**src/hdl/rvd_pkg.sv**
```systemverilog
// Package for the RV64I instruction decoder: opcode constants, format and
// operation codes, and the beat structs passed between pipeline stages.
// No dependencies.
package rvd_pkg;

  // Major opcodes, bits 6:0 of the instruction word
  localparam logic [6:0] OPCODE_OP     = 7'b0110011;
  localparam logic [6:0] OPCODE_OP32   = 7'b0111011;
  localparam logic [6:0] OPCODE_OPIMM  = 7'b0010011;
  localparam logic [6:0] OPCODE_LOAD   = 7'b0000011;
  localparam logic [6:0] OPCODE_SYSTEM = 7'b1110011;
  localparam logic [6:0] OPCODE_JALR   = 7'b1100111;
  localparam logic [6:0] OPCODE_OPIMM32 = 7'b0011011;
  localparam logic [6:0] OPCODE_STORE  = 7'b0100011;
  localparam logic [6:0] OPCODE_BRANCH = 7'b1100011;
  localparam logic [6:0] OPCODE_LUI    = 7'b0110111;
  localparam logic [6:0] OPCODE_AUIPC  = 7'b0010111;
  localparam logic [6:0] OPCODE_JAL    = 7'b1101111;

  // funct7 values used by the base ISA
  localparam logic [6:0] FUNCT7_BASE = 7'b0000000;
  localparam logic [6:0] FUNCT7_ALT  = 7'b0100000;
  // upper six immediate bits of an arithmetic right shift
  localparam logic [5:0] SHIFT_HI_ALT = 6'b010000;

  typedef enum logic [3:0] {
    CLS_OP, CLS_OP32, CLS_OPIMM, CLS_LOAD, CLS_SYSTEM, CLS_JALR,
    CLS_OPIMM32, CLS_STORE, CLS_BRANCH, CLS_LUI, CLS_AUIPC, CLS_JAL,
    CLS_NONE
  } opc_cls_e;

  typedef enum logic [2:0] {
    FMT_R = 3'd0, FMT_I = 3'd1, FMT_S = 3'd2, FMT_B = 3'd3,
    FMT_U = 3'd4, FMT_J = 3'd5
  } fmt_e;

  typedef enum logic [5:0] {
    OP_ADD, OP_SUB, OP_XOR, OP_OR, OP_AND, OP_SLL, OP_SRL, OP_SRA,
    OP_SLT, OP_SLTU, OP_SUBW, OP_ADDW, OP_SLLW, OP_SRLW, OP_SRAW,
    OP_ADDI, OP_XORI, OP_ORI, OP_ANDI, OP_SLLI, OP_SRLI, OP_SRAI,
    OP_SLTI, OP_SLTIU, OP_LB, OP_LH, OP_LW, OP_LD, OP_LBU, OP_LHU,
    OP_LWU, OP_ECALL, OP_EBREAK, OP_JALR, OP_ADDIW, OP_SLLIW,
    OP_SRLIW, OP_SRAIW, OP_SB, OP_SH, OP_SW, OP_SD, OP_BEQ, OP_BNE,
    OP_BLT, OP_BGE, OP_BLTU, OP_BGEU, OP_LUI, OP_AUIPC, OP_JAL
  } op_e;

  // Beat leaving the opcode stage
  typedef struct packed {
    logic        valid;
    logic [31:0] word;
    opc_cls_e    cls;
  } s1_t;

  // Beat leaving the operation stage
  typedef struct packed {
    logic        valid;
    logic        bad;
    fmt_e        fmt;
    op_e         op;
    logic [4:0]  rd;
    logic [4:0]  rs1;
    logic [4:0]  rs2;
    logic [20:0] imm;
  } s2_t;

endpackage

```
**src/hdl/rv64i_instruction_decoder.sv**
```systemverilog
// Top level of the RV64I instruction decoder: three register stages.
// Depends on rvd_pkg, rvd_opc_stage, rvd_op_stage and rvd_out_stage.
//
//   channel   handshake            payload
//   command   start / busy         instr_word_i
//   result    done_o (one cycle)   invalid_o format_o operation_o dest_reg_o
//                                  src1_reg_o src2_reg_o immediate_o
//
// One instruction per cycle; the result strobe is registered in turn by the
// opcode stage, the operation stage and the output register.
// busy stays low: every stage advances each cycle, since results are
// never held off by the receiver.
// Reset clears the valid bits of all stages; payload registers keep data.
module rv64i_instruction_decoder (
  input  logic               clk_i,
  input  logic               rst_ni,
  input  logic               start,
  output logic               busy,
  input  logic [31:0]        instr_word_i,
  output logic               done_o,
  output logic               invalid_o,
  output logic [2:0]         format_o,
  output logic [5:0]         operation_o,
  output logic [4:0]         dest_reg_o,
  output logic [4:0]         src1_reg_o,
  output logic [4:0]         src2_reg_o,
  output logic signed [20:0] immediate_o
);
  import rvd_pkg::*;

  s1_t         s1;
  s2_t         s2;
  logic        accept;
  logic [20:0] imm_raw;

  // The pipeline never stalls
  assign busy   = 1'b0;
  assign accept = start && !busy;

  rvd_opc_stage u_opc (
    .clk_i    (clk_i),
    .rst_ni   (rst_ni),
    .accept_i (accept),
    .word_i   (instr_word_i),
    .s1_o     (s1)
  );

  rvd_op_stage u_op (
    .clk_i  (clk_i),
    .rst_ni (rst_ni),
    .s1_i   (s1),
    .s2_o   (s2)
  );

  rvd_out_stage u_out (
    .clk_i       (clk_i),
    .rst_ni      (rst_ni),
    .s2_i        (s2),
    .done_o      (done_o),
    .invalid_o   (invalid_o),
    .format_o    (format_o),
    .operation_o (operation_o),
    .dest_reg_o  (dest_reg_o),
    .src1_reg_o  (src1_reg_o),
    .src2_reg_o  (src2_reg_o),
    .immediate_o (imm_raw)
  );

  assign immediate_o = signed'(imm_raw);

endmodule

```
**src/hdl/rvd_opc_stage.sv**
```systemverilog
// First pipeline stage: registers the instruction word and classifies its
// major opcode. Depends on rvd_pkg.
module rvd_opc_stage (
  input  logic         clk_i,
  input  logic         rst_ni,
  input  logic         accept_i,
  input  logic [31:0]  word_i,
  output rvd_pkg::s1_t s1_o
);
  import rvd_pkg::*;

  opc_cls_e   cls_d;
  logic       valid_q;
  logic [31:0] word_q;
  opc_cls_e   cls_q;

  // Classify the major opcode
  always_comb begin
    case (word_i[6:0])
      OPCODE_OP:      cls_d = CLS_OP;
      OPCODE_OP32:    cls_d = CLS_OP32;
      OPCODE_OPIMM:   cls_d = CLS_OPIMM;
      OPCODE_LOAD:    cls_d = CLS_LOAD;
      OPCODE_SYSTEM:  cls_d = CLS_SYSTEM;
      OPCODE_JALR:    cls_d = CLS_JALR;
      OPCODE_OPIMM32: cls_d = CLS_OPIMM32;
      OPCODE_STORE:   cls_d = CLS_STORE;
      OPCODE_BRANCH:  cls_d = CLS_BRANCH;
      OPCODE_LUI:     cls_d = CLS_LUI;
      OPCODE_AUIPC:   cls_d = CLS_AUIPC;
      OPCODE_JAL:     cls_d = CLS_JAL;
      default:        cls_d = CLS_NONE;
    endcase
  end

  // Track the valid bit of the beat
  always_ff @(posedge clk_i or negedge rst_ni) begin
    if (!rst_ni) begin
      valid_q <= 1'b0;
    end else begin
      valid_q <= accept_i;
    end
  end

  // Hold payload of an accepted beat
  always_ff @(posedge clk_i) begin
    if (accept_i) begin
      word_q <= word_i;
      cls_q  <= cls_d;
    end
  end

  assign s1_o = '{valid: valid_q, word: word_q, cls: cls_q};

endmodule

```
**src/hdl/rvd_op_stage.sv**
```systemverilog
// Second pipeline stage: checks funct fields, picks the operation and format,
// selects register fields and assembles the immediate. Depends on rvd_pkg.
module rvd_op_stage (
  input  logic         clk_i,
  input  logic         rst_ni,
  input  rvd_pkg::s1_t s1_i,
  output rvd_pkg::s2_t s2_o
);
  import rvd_pkg::*;

  logic [31:0] w;
  logic [2:0]  f3;
  logic [6:0]  f7;
  logic [4:0]  rd_f;
  logic [4:0]  rs1_f;
  logic [4:0]  rs2_f;
  logic [20:0] imm_i;
  logic        hit;
  op_e         op_d;
  fmt_e        fmt_d;
  logic [4:0]  rd_d;
  logic [4:0]  rs1_d;
  logic [4:0]  rs2_d;
  logic [20:0] imm_d;
  logic        valid_q;
  s2_t         pay_q;

  assign w     = s1_i.word;
  assign f3    = w[14:12];
  assign f7    = w[31:25];
  assign rd_f  = w[11:7];
  assign rs1_f = w[19:15];
  assign rs2_f = w[24:20];
  assign imm_i = {{9{w[31]}}, w[31:20]};

  // Decode operation, format, registers and immediate
  always_comb begin
    hit   = 1'b0;
    op_d  = OP_ADD;
    fmt_d = FMT_R;
    rd_d  = '0;
    rs1_d = '0;
    rs2_d = '0;
    imm_d = '0;
    case (s1_i.cls)
      CLS_OP: begin
        rd_d = rd_f; rs1_d = rs1_f; rs2_d = rs2_f;
        if (f7 == FUNCT7_BASE) begin
          hit = 1'b1;
          case (f3)
            3'd0: op_d = OP_ADD;
            3'd1: op_d = OP_SLL;
            3'd2: op_d = OP_SLT;
            3'd3: op_d = OP_SLTU;
            3'd4: op_d = OP_XOR;
            3'd5: op_d = OP_SRL;
            3'd6: op_d = OP_OR;
            default: op_d = OP_AND;
          endcase
        end else if (f7 == FUNCT7_ALT && f3 == 3'd0) begin
          hit = 1'b1; op_d = OP_SUB;
        end else if (f7 == FUNCT7_ALT && f3 == 3'd5) begin
          hit = 1'b1; op_d = OP_SRA;
        end
      end
      CLS_OP32: begin
        rd_d = rd_f; rs1_d = rs1_f; rs2_d = rs2_f;
        if (f7 == FUNCT7_BASE) begin
          case (f3)
            3'd0: begin hit = 1'b1; op_d = OP_ADDW; end
            3'd1: begin hit = 1'b1; op_d = OP_SLLW; end
            3'd5: begin hit = 1'b1; op_d = OP_SRLW; end
            default: hit = 1'b0;
          endcase
        end else if (f7 == FUNCT7_ALT) begin
          case (f3)
            3'd0: begin hit = 1'b1; op_d = OP_SUBW; end
            3'd5: begin hit = 1'b1; op_d = OP_SRAW; end
            default: hit = 1'b0;
          endcase
        end
      end
      CLS_OPIMM: begin
        fmt_d = FMT_I; rd_d = rd_f; rs1_d = rs1_f; imm_d = imm_i;
        if (f3 inside {3'd1, 3'd5}) begin
          // RV64 shifts carry a 6-bit shift amount
          imm_d = {15'd0, w[25:20]};
          if (w[31:26] == 6'd0) begin
            hit = 1'b1; op_d = (f3 == 3'd1) ? OP_SLLI : OP_SRLI;
          end else if (w[31:26] == SHIFT_HI_ALT && f3 == 3'd5) begin
            hit = 1'b1; op_d = OP_SRAI;
          end
        end else begin
          hit = 1'b1;
          case (f3)
            3'd0: op_d = OP_ADDI;
            3'd2: op_d = OP_SLTI;
            3'd3: op_d = OP_SLTIU;
            3'd4: op_d = OP_XORI;
            3'd6: op_d = OP_ORI;
            default: op_d = OP_ANDI;
          endcase
        end
      end
      CLS_LOAD: begin
        fmt_d = FMT_I; rd_d = rd_f; rs1_d = rs1_f; imm_d = imm_i;
        hit = 1'b1;
        case (f3)
          3'd0: op_d = OP_LB;
          3'd1: op_d = OP_LH;
          3'd2: op_d = OP_LW;
          3'd3: op_d = OP_LD;
          3'd4: op_d = OP_LBU;
          3'd5: op_d = OP_LHU;
          3'd6: op_d = OP_LWU;
          default: hit = 1'b0;
        endcase
      end
      CLS_SYSTEM: begin
        fmt_d = FMT_I; rd_d = rd_f; rs1_d = rs1_f; imm_d = imm_i;
        if (f3 == 3'd0 && rd_f == 5'd0 && rs1_f == 5'd0) begin
          if (w[31:20] == 12'd0) begin
            hit = 1'b1; op_d = OP_ECALL;
          end else if (w[31:20] == 12'd1) begin
            hit = 1'b1; op_d = OP_EBREAK;
          end
        end
      end
      CLS_JALR: begin
        fmt_d = FMT_I; rd_d = rd_f; rs1_d = rs1_f; imm_d = imm_i;
        hit = (f3 == 3'd0); op_d = OP_JALR;
      end
      CLS_OPIMM32: begin
        fmt_d = FMT_I; rd_d = rd_f; rs1_d = rs1_f; imm_d = imm_i;
        if (f3 == 3'd0) begin
          hit = 1'b1; op_d = OP_ADDIW;
        end else if (f3 inside {3'd1, 3'd5}) begin
          // W shifts carry a 5-bit shift amount
          imm_d = {16'd0, w[24:20]};
          if (f7 == FUNCT7_BASE) begin
            hit = 1'b1; op_d = (f3 == 3'd1) ? OP_SLLIW : OP_SRLIW;
          end else if (f7 == FUNCT7_ALT && f3 == 3'd5) begin
            hit = 1'b1; op_d = OP_SRAIW;
          end
        end
      end
      CLS_STORE: begin
        fmt_d = FMT_S; rs1_d = rs1_f; rs2_d = rs2_f;
        imm_d = {{9{w[31]}}, w[31:25], w[11:7]};
        hit = 1'b1;
        case (f3)
          3'd0: op_d = OP_SB;
          3'd1: op_d = OP_SH;
          3'd2: op_d = OP_SW;
          3'd3: op_d = OP_SD;
          default: hit = 1'b0;
        endcase
      end
      CLS_BRANCH: begin
        fmt_d = FMT_B; rs1_d = rs1_f; rs2_d = rs2_f;
        imm_d = {{8{w[31]}}, w[31], w[7], w[30:25], w[11:8], 1'b0};
        hit = 1'b1;
        case (f3)
          3'd0: op_d = OP_BEQ;
          3'd1: op_d = OP_BNE;
          3'd4: op_d = OP_BLT;
          3'd5: op_d = OP_BGE;
          3'd6: op_d = OP_BLTU;
          3'd7: op_d = OP_BGEU;
          default: hit = 1'b0;
        endcase
      end
      CLS_LUI, CLS_AUIPC: begin
        fmt_d = FMT_U; rd_d = rd_f;
        imm_d = {w[31], w[31:12]};
        hit = 1'b1;
        op_d = (s1_i.cls == CLS_LUI) ? OP_LUI : OP_AUIPC;
      end
      CLS_JAL: begin
        fmt_d = FMT_J; rd_d = rd_f;
        imm_d = {w[31], w[19:12], w[20], w[30:21], 1'b0};
        hit = 1'b1; op_d = OP_JAL;
      end
      default: hit = 1'b0;
    endcase
  end

  // Advance the valid bit
  always_ff @(posedge clk_i or negedge rst_ni) begin
    if (!rst_ni) begin
      valid_q <= 1'b0;
    end else begin
      valid_q <= s1_i.valid;
    end
  end

  // Hold decoded payload
  always_ff @(posedge clk_i) begin
    if (s1_i.valid) begin
      pay_q <= '{valid: 1'b1, bad: !hit, fmt: fmt_d, op: op_d, rd: rd_d,
                 rs1: rs1_d, rs2: rs2_d, imm: imm_d};
    end
  end

  always_comb begin
    s2_o       = pay_q;
    s2_o.valid = valid_q;
  end

endmodule

```
**src/hdl/rvd_out_stage.sv**
```systemverilog
// Last pipeline stage: clears every field of an invalid encoding and drives
// the result registers and their strobe. Depends on rvd_pkg.
module rvd_out_stage (
  input  logic         clk_i,
  input  logic         rst_ni,
  input  rvd_pkg::s2_t s2_i,
  output logic         done_o,
  output logic         invalid_o,
  output logic [2:0]   format_o,
  output logic [5:0]   operation_o,
  output logic [4:0]   dest_reg_o,
  output logic [4:0]   src1_reg_o,
  output logic [4:0]   src2_reg_o,
  output logic [20:0]  immediate_o
);
  import rvd_pkg::*;

  logic        done_q;
  logic        invalid_q;
  logic [2:0]  format_q;
  logic [5:0]  operation_q;
  logic [4:0]  rd_q;
  logic [4:0]  rs1_q;
  logic [4:0]  rs2_q;
  logic [20:0] imm_q;

  // Advance the strobe
  always_ff @(posedge clk_i or negedge rst_ni) begin
    if (!rst_ni) begin
      done_q <= 1'b0;
    end else begin
      done_q <= s2_i.valid;
    end
  end

  // Drop all fields of an unknown encoding to zero
  always_ff @(posedge clk_i) begin
    if (s2_i.valid) begin
      invalid_q   <= s2_i.bad;
      format_q    <= s2_i.bad ? 3'd0 : s2_i.fmt;
      operation_q <= s2_i.bad ? 6'd0 : s2_i.op;
      rd_q        <= s2_i.bad ? 5'd0 : s2_i.rd;
      rs1_q       <= s2_i.bad ? 5'd0 : s2_i.rs1;
      rs2_q       <= s2_i.bad ? 5'd0 : s2_i.rs2;
      imm_q       <= s2_i.bad ? 21'd0 : s2_i.imm;
    end
  end

  assign done_o      = done_q;
  assign invalid_o   = invalid_q;
  assign format_o    = format_q;
  assign operation_o = operation_q;
  assign dest_reg_o  = rd_q;
  assign src1_reg_o  = rs1_q;
  assign src2_reg_o  = rs2_q;
  assign immediate_o = imm_q;

endmodule

```
**config.mk**
```make
export PLATFORM = sky130hd
export DESIGN_NAME = rv64i_instruction_decoder
export DESIGN_NICKNAME = d
export VERILOG_FILES = /design/src/hdl/rvd_pkg.sv /design/src/hdl/rv64i_instruction_decoder.sv /design/src/hdl/rvd_opc_stage.sv /design/src/hdl/rvd_op_stage.sv /design/src/hdl/rvd_out_stage.sv
export SDC_FILE = /design/constraint.sdc
export NUM_CORES = 1
export LEC_CHECK = 0
export ABC_AREA = 1
export BUFFER_PORTS_ARGS = -buffer_cell sky130_fd_sc_hd__buf_2
export CORE_AREA = 2 2 154 156
export DETAILED_ROUTE_END_ITERATION = 10
export DIE_AREA = 0 0 156 158
export PLACE_DENSITY = 0.42
export SYNTH_ARGS = -nofsm -noshare
export SYNTH_HDL_FRONTEND = slang
export SYNTH_SLANG_ARGS = --single-unit
```
**constraint.sdc**
```tcl
create_clock -name clk_i -period 2.34 [get_ports clk_i]
set_input_delay 0.351 -clock clk_i [delete_from_list [all_inputs] [get_ports clk_i]]
set_output_delay 0.351 -clock clk_i [all_outputs]
set_load 0.03 [all_outputs]
```
==> flow_summary.toml <==
[clocking]
clk_pin_slew_worst_paths_ns = 0.06
cts_resized = 0
cts_tree = "done"
htreeDepth = 4
root_buffer = "clkbuf_16"
clock_path_buffers = 2
cts_sinks = 124
numCtsBuffers = 17
clock_latency_ns = 0.41

[yosys]
synth_edf_count = 121
ys.flop_type = "edfxtp_1"
synth_cells = 563
async_flop_share_pct = 2.42
synth_area_leaders = "edfxtp_1 (64%), nor2_1 (7.2%), nand2_1 (6.8%)"
yosysMostFrequentCell = "edfxtp_1"
yosys.area.top_type_share_pct = 64.2
synth_area_um2 = 5660
ys_types = 33
syn-num-nets = 598
yosysWarningCount = 0
avgSynthCellArea_um2 = 10.1
yosysTopAreaCell = "edfxtp_1"
ys_ff_latch = 124
seq_area_frac_synth_pct = 65.5
synthTopCellsByCount = "edfxtp_1 (121), nor2_1 (109), nand2_1 (102), inv_1 (98), nand3_1 (32)"

[flow_run]
cap_violations = 0

[setup_path]
reg2reg_from = "u_opc.word_q[13]"
crit_chain = "inv_1 > nand2_1 > nor2_1 > nand3_1 > nand2_1 > nand2_1 > nand2_1 > inv_1 > nand2_1 > nor2_1"
critical-path-top-delay-family = "simple AND/OR/NAND/NOR gates"
critPathSlowestCell = "edfxtp_1"
r2r-end = "u_op.s2_o[45]"
critPathBufInv = 2
worst-setup-path-type = "reg -> reg"
start_kind = "flop"
critical_path.most_common_cell = "nand2_1"
worstPathMaxFanout = 8
end_kind = "flop"
cpPeakStageDelay_ns = 0.53
reg2reg_setup_slack_ns = 0.28
reg2reg_depth = 10
arrival_ns = 2.23
required_ns = 2.51

[drt]
drtPass1Iterations = 5
wire_per_inst_um = 15.6
via_per_inst = 4.26
finalWirelength_um = 15000
vias = 4105
drt_iter0_markers = 260
drc_errors = 0
ant_nets = 0

[global_route]
grt_use_total_pct = 12.9
grt_pass1_vias = 4251
grt_use_met1_pct = 16.3
grt_pass1_wl_um = 23700
grt_max_degree = 48
met3_usage_pct = 3.37
grt_busiest_layer = "met2"
grtUsageMet2_pct = 20.6
antenna_found_initial = 0
grt_overflow = 0

[power]
cellLeakagePower_nw = 3.23
power_density_nw_per_um2 = 844
vdd_drop_max_uv = 405
power_mw = 5.91

[worst_hold_path]
hold_depth = 1
min_path_type = "in -> reg"
holdPathEnd = "u_opc.word_q[12]"
min_from = "instr_word_i[12]"

[sta]
setup_tns_ns = 0
finalMaxSlewViolations = 0
grt_setup_unrepaired = "false"
maxSlewHeadroom_pct = 52.1
hold_viol = 0
period_share_pct = 88.1
fmax_mhz = 485
finalSetupViolations = 0
tightest_slew_ns = 0.719
min_period_ns = 2.06
hold_ws_ns = 0.109
fin_worst_skew_ns = 0.00927

[final_layout]
area_delta_synth_final_pct = 23.8
fin_cells = 963
diodes = 0
drive_gt1_share_pct = 22.0
nets = 695

[floorplan]
dieArea_um2 = 24600
initial_core_util_pct = 24.5
die_h_um = 158
io-pin-count = 83
core_area_um2 = 23100
die_width_um = 156
std_cell_rows = 56

[placed_design]
place_inst = 930
port_buffers = 81
place_hpwl_um = 11700
gp_congestion = 0.890

[status]
status = "finished clean"
[final cells by class]
class / count / area (um2)
fill: 2395 / 16000
clock buffer: 21 / 480
clock inverter: 11 / 82.6
timing repair buffer: 87 / 465
sequential: 124 / 3710
multi-input combinational: 321 / 1490
tap: 290 / 363
inverter: 109 / 412
[cells in the final DEF (no fill, tap or decap), types with 2 or more instances in the layout]
master,count
inv_2,10
dfrtp_1,2
o221ai_1,2
o211ai_1,6
buf_4,4
o21ai_0,14
nand2_2,5
nand4_1,2
nor2_1,109
inv_6,3
clkbuf_16,17
a21oi_1,6
nand3_1,32
a22oi_1,10
nand3_2,2
clkinvlp_4,5
edfxtp_1,121
clkbuf_8,4
inv_1,98
buf_2,81
o21ai_1,10
clkinv_2,2
nor3_1,4
nand3b_1,2
nor2_4,6
nand2_1,102
[state kept, by name, summed over array words and instances, names as in the netlist]
name / flops
u_op.valid_q: 1
u_out.immediate_o: 21
u_out.done_o: 1
u_out.operation_o: 6
u_opc.word_q: 25
u_opc.cls_q: 4
u_out.src2_reg_o: 5
u_op.s2_o: 46
u_opc.valid_q: 1
u_out.dest_reg_o: 5
u_out.src1_reg_o: 5
u_out.invalid_o: 1
u_out.format_o: 3
[worst max path at each step]
stage,start,endpoint,slack (ns),depth (start not counted)
CTS,u_opc.word_q[13],u_op.s2_o[45],0.30,10
detailed placement,u_opc.word_q[13],u_op.s2_o[45],0.32,10
global placement,u_opc.word_q[13],u_op.s2_o[9],0.22,8
finish,u_opc.word_q[13],u_op.s2_o[45],0.28,10
global route,u_opc.word_q[13],u_op.s2_o[45],0.15,10
floorplan,u_opc.valid_q,u_op.s2_o[0],0.70,0
[metal layers]
layer	vias up	wire length, um
met5	-	0
met4	0	384
met3	24	746
met2	122	6930
met1	1933	6970
li1	2026	-
[power by group]
group          internal, mW  switching [mW]  total [mW]  leakage (nW)
clock network          1.47           0.985        2.46         0.265
registers              2.68           0.102        2.78          1.27
logic                 0.190           0.483       0.673          1.70
[timing repair]
item | CTS | global route
hold endpoints to repair | 3 | 0
buffers inserted | 0 | 0
hold buffers | 1 | 0
[stage by stage]
stage | utilization (%) | area [um2] | setup WS, ns
5_1_grt | 30.4 | 7000 | 0.150
6_report | 30.4 | 7000 | 0.279
2_1_floorplan | - | 5660 | 0.704
3_3_place_gp | 27.9 | 6430 | 0.217
4_1_cts | 30.4 | 7000 | 0.304
3_5_place_dp | 27.9 | 6430 | 0.321
[kinds of logic (layout without fill, tap and decap cells)]
group / after synthesis / in the layout / synth area share, %
simple gates: 270 / 270 / 21.0
flops: 124 / 124 / 65.5
buf+inv: 118 / 228 / 8.11
compound gates: 50 / 50 / 5.33
other cells: 1 / 1 / 0.0663
(Power assumes the default switching activity.)
